`src/design/sparse_set_index_manager_macros.svh`:
```
// Assertion macros for the sparse set index manager.
`ifndef SPARSE_SET_INDEX_MANAGER_MACROS_SVH
`define SPARSE_SET_INDEX_MANAGER_MACROS_SVH

// Same-cycle implication, sampled on the rising clock, off during reset.
`define SSIM_ASSERT_NOW(lbl, ante, cons, msg) \
  lbl: assert property (@(posedge clk_i) disable iff (!rst_ni) (ante) |-> (cons)) \
    else $error(msg);

// Next-cycle implication, sampled on the rising clock, off during reset.
`define SSIM_ASSERT_NEXT(lbl, ante, cons, msg) \
  lbl: assert property (@(posedge clk_i) disable iff (!rst_ni) (ante) |=> (cons)) \
    else $error(msg);

`endif

```
`src/design/ssim_ram.sv`:
```
// Simple dual-port RAM with one write port and one registered read port.
module ssim_ram #(
  parameter int Width = 8,
  parameter int Depth = 16
) (
  input  logic                     clk_i,
  input  logic                     we_i,
  input  logic [$clog2(Depth)-1:0] waddr_i,
  input  logic [Width-1:0]         wdata_i,
  input  logic [$clog2(Depth)-1:0] raddr_i,
  output logic [Width-1:0]         rdata_o
);

  logic [Width-1:0] mem [Depth];
  logic [Width-1:0] rdata_q;

  // Write port.
  always_ff @(posedge clk_i) begin
    if (we_i) begin
      mem[waddr_i] <= wdata_i;
    end
  end

  // Read port, registered.
  always_ff @(posedge clk_i) begin
    rdata_q <= mem[raddr_i];
  end

  assign rdata_o = rdata_q;

endmodule

```
`config.mk`:
```
export PLATFORM = sky130hd
export DESIGN_NAME = ssim_ram
export DESIGN_NICKNAME = d
export VERILOG_FILES = /design/src/design/sparse_set_index_manager_macros.svh /design/src/design/ssim_ram.sv
export SDC_FILE = /design/constraint.sdc
export NUM_CORES = 1
export LEC_CHECK = 0
export BUFFER_PORTS_ARGS = -buffer_cell sky130_fd_sc_hd__buf_4
export CORE_UTILIZATION = 45
export DETAILED_ROUTE_END_ITERATION = 8
export SLEW_MARGIN = 20
export SYNTH_ARGS = -nofsm -noshare
export SYNTH_HDL_FRONTEND = slang
export SYNTH_SLANG_ARGS = --single-unit
```
`constraint.sdc`:
```
create_clock -name clk_i -period 5 [get_ports clk_i]
set_clock_uncertainty 0.2 [all_clocks]
set_input_delay 1.5 -clock clk_i [delete_from_list [all_inputs] [get_ports clk_i]]
set_output_delay 1.5 -clock clk_i [all_outputs]
set_load 0.01 [all_outputs]
```
## Word-level counts from Yosys, hierarchy flattened

Memories as Yosys holds them, arrays and structs flattened. A register that Yosys moved wholly into a read port is not among the register bits.
Cells that the tools add are included.

| word-level totals | value |
|---|---|
| register bits after elaboration | 0 |
| latch bits | 0 |
| bits in writable memories | 128 |
| bits in read-only memories | 0 |
| input bits | 18 |
| word-level logic and storage cells | 3 |
| memories | 1 |

Memories:

| memory | depth | bits a word | read ports | clocked after memory_dff | write ports | RTL line | RTL |
|---|---|---|---|---|---|---|---|
| mem | 16 | 8 | 1 | 1 | 1 | ssim_ram.sv:14 | `logic [Width-1:0] mem [Depth];` |

| cells by class | value |
|---|---|
| add/subtract/negate cells | 0 |
| $mul | 0 |
| divide/modulo/power cells | 0 |
| magnitude comparators | 0 |
| equal/unequal tests | 0 |
| shifts and indexed selects | 0 |
| muxes and demuxes | 2 |
| bitwise logic cells | 0 |
| reduce and logical (&&, ||, !) cells | 0 |

Operators with widths:

| operator | count |
|---|---|
| $mux 1 | 2 |

## Longest topological paths before layout

| depth | value |
|---|---|
| word-level depth | 2 |
| depth in mapped cells | 5 |
| gate-level depth less buffers | 3 |

## Least setup slack after synthesis

OpenSTA, ideal clock, no wires.

| timing | value |
|---|---|
| path kind | input-to-reg |
| start | input waddr_i[2] |
| end | memory mem[0][0] (enable) |
| library setup time | 0.383 ns |
| data arrival time | 2.610 ns |
| required time | 4.417 ns |
| setup slack | 1.807 ns |
| stages on the path | 2 |
| cell sequence | or3b_2 > nor3_1 |

RTL lines:

| what | RTL line | RTL |
|---|---|---|
| start, declared | ssim_ram.sv:8 | `input logic [$clog2(Depth)-1:0] waddr_i,` |
| end, declared | ssim_ram.sv:14 |  |

Straight into the memory's write port.

==> flow_summary.ini <==
[power_and_ir_drop]
power_frac_seq_pct = 48.4
p_leak_nw = 2.01
p_int_mw = 2.12
power_density_mw_per_mm2 = 438
sw_frac_of_total_pct = 19.9
p_switching_mw = 0.528
p_clk_share_pct = 47.1
comb_power_share_pct = 4.6
max-vdd-ir-drop_mv = 0.278

[worst_setup_path]
crit_buf_inv = 1
critPathTopFamily = multiplexers
cp-start-kind = primary input
crit_required_ns = 5.08
worst-path-stages = 4
slowest_delay_ns = 0.62
reg2reg_depth = 3
crit_slowest_cell = mux4_1
worst_setup_path_end_kind = register
cp_max_fo = 32
arrival_ns = 3.05
critPathKind = in2reg
cp-startpoint = raddr_i[0]
worstReg2RegStart = mem[11][1]$_DFFE_PP_
worstPathCellList = buf_4 > mux4_1 > a22oi_1 > nand2_1

[global_route]
globalRouteTotalUtil_pct = 18.3
antenna_found_initial = 0
grt_max_degree = 33
grt_pass1_wl_um = 14700
grt_overflow_total = 0
grt_pass1_vias = 2456

[clock_tree]
cts_buffer_depth = 2
cts.htree.levels = 4
cts_tree = done
post_cts_buffers = 0
cts.sinks = 136
clk_pin_slew_ns = 0.06
cts_resized = 0
cts_buffers = 17
ctsHoldBuffers = 0
insertion_delay_ns = 0.40
root_buffer = clkbuf_16

[layout]
area_delta_synth_final_pct = 17.5
drive_gt1_share_pct = 28.0
multiInputGateArea_mm2 = 0.00106
fillerInstances = 828
layout.nets = 284
antenna_cells = 0
final-seq-area_mm2 = 0.00400

[route]
wirelength_um = 9720
wl_per_cell_um = 23.2
vias = 2337
drc = 0
via_per_inst = 5.58
drtPass1Iterations = 4
ant_nets = 0
drtIter0Drc = 102

[synth]
ys_warn_count = 0
synth_area_per_cell_um2 = 22.5
seq_area_frac_synth_pct = 77.8
ys_seq_elements = 136
synth_nets = 247
syn_inst = 229
synth_cell_types = 19
mappedNetlistArea_mm2 = 0.00515

[floorplanning]
floorplan.initialDensity_pct = 46.9
dieArea_mm2 = 0.0119
die_h_um = 109
die_x_um = 109
ios = 26
rows = 38
coreArea_mm2 = 0.0110

[placed_design]
dp_slack_ns = 1.58
place.gp.congestion = 0.762
port_buffers = 25
detailed_place_hpwl_um = 5910

[sta]
worst_slack_ns = 2.03
rsz0062_at_grt = no
slew_violations = 0
period_share_pct = 59.4
setup_viol = 0
fin_crit_ns = 2.97
tightest_slew_ns = 0.972
relSlewSlack_pct = 34.9
finalHoldViolCount = 0
tns_ns = 0
fmaxAchievable_mhz = 337

[worst_hold_path]
hp-class = reg2reg
min_delay_path_depth = 3
min_from = mem[7][1]$_DFFE_PP_

[run_status]
status = finished clean

[job]
cap_violations = 0
sequential cells by signal, summed over array words and instances, names as in the netlist:
register,flops
mem,128
rdata_o,8
worst reg2reg max path, delay by kind of cell, from the launching register on:
kind               cells  cell delay, ns
AOI/OAI and AO/OA      1            0.34
DFF                    1            0.40
muxes                  1            0.48
and+or+nand+nor        1            0.08
per-layer routing:
metal	GRT usage (%)	up-vias	part of all wire, %
met5	0	-	0
met4	7.24	0	1.0
met3	3.59	7	3.3
met2	28.2	61	48
met1	25.8	1220	48
li1	-	1049	-
cells by family after synthesis:
| group | Yosys count | synth area share (%) |
|---|---|---|
| AND/OR/NAND/NOR | 35 | 3.18 |
| AO/OA/AOI/OAI | 16 | 2.33 |
| multiplexers | 32 | 15.0 |
| buffers and inverters | 10 | 1.68 |
| flip-flops | 136 | 77.8 |
Yosys cell counts:
library cell / count / share of area (%)
mux4_2: 18 / 7.9
or3b_2: 1 / 0.17
mux4_1: 14 / 7.1
buf_6: 3 / 0.66
buf_4: 1 / 0.15
nand2b_1: 2 / 0.24
buf_2: 3 / 0.29
a22oi_1: 16 / 2.3
nand3_1: 1 / 0.097
edfxtp_1: 128 / 75
nor2b_1: 1 / 0.12
and2b_1: 1 / 0.15
nor2_1: 13 / 0.95
dfxtp_1: 8 / 3.1
clkdlybuf4s25_2: 3 / 0.58
nand3b_1: 2 / 0.29
and2_1: 1 / 0.12
nor3_1: 4 / 0.39
nand2_1: 9 / 0.66
metrics by stage:
step	utilization [%]	instance area [um2]	hold WS [ns]	instances	power, mW
2_1_floorplan	-	5150	0.429	229	1.37
3_3_place_gp	49.6	5450	0.457	387	1.43
3_5_place_dp	49.6	5450	0.460	387	1.43
4_1_cts	55.1	6050	0.473	419	2.66
5_1_grt	55.1	6050	0.491	419	2.72
6_report	55.1	6050	0.468	419	2.65
worst paths after layout:
| path | endpoint | slack (ns) |
|---|---|---|
| max reg2reg | rdata_o[1]$_DFF_P_ | 3.38 |
| max | rdata_o[1]$_DFF_P_ | 2.03 |
| min reg2reg | rdata_o[1]$_DFF_P_ | 0.47 |
| min | rdata_o[1]$_DFF_P_ | 0.47 |
cell usage in the layout (no fill, tap or decap):
master	instances
nand2b_1	2
nor3_1	3
nand3_1	1
clkbuf_16	17
mux4_2	18
clkinv_2	3
clkinv_4	2
nor2_1	13
mux4_1	14
dfxtp_1	8
nor2b_1	1
edfxtp_1	128
nor3_2	1
and2b_1	1
clkinvlp_4	4
or3b_2	1
a22oi_1	16
nand3b_1	2
buf_4	28
bufinv_16	3
clkbuf_1	2
and2_1	1
nand2_1	9
clkbuf_8	1
final cells by class:
cell class,instances,area share (%)
repair buffers,28,3.47
multi-input cells,83,17.6
clock inverters,12,2.52
well taps,140,2.89
clock buffers,20,7.38
flip-flops and latches,136,66.2
power by group through the flow:
| stage | registers (mW) | clock network, mW | logic [mW] |
|---|---|---|---|
| finish | 1.28 | 1.25 | 0.121 |
| global route | 1.28 | 1.30 | 0.131 |
| CTS | 1.28 | 1.26 | 0.123 |
| detailed placement | 1.31 | 0 | 0.123 |
| global placement | 1.31 | 0 | 0.121 |
| floorplan | 1.31 | 0 | 0.0647 |
No activity file was read; power rests on OpenSTA's default activity.
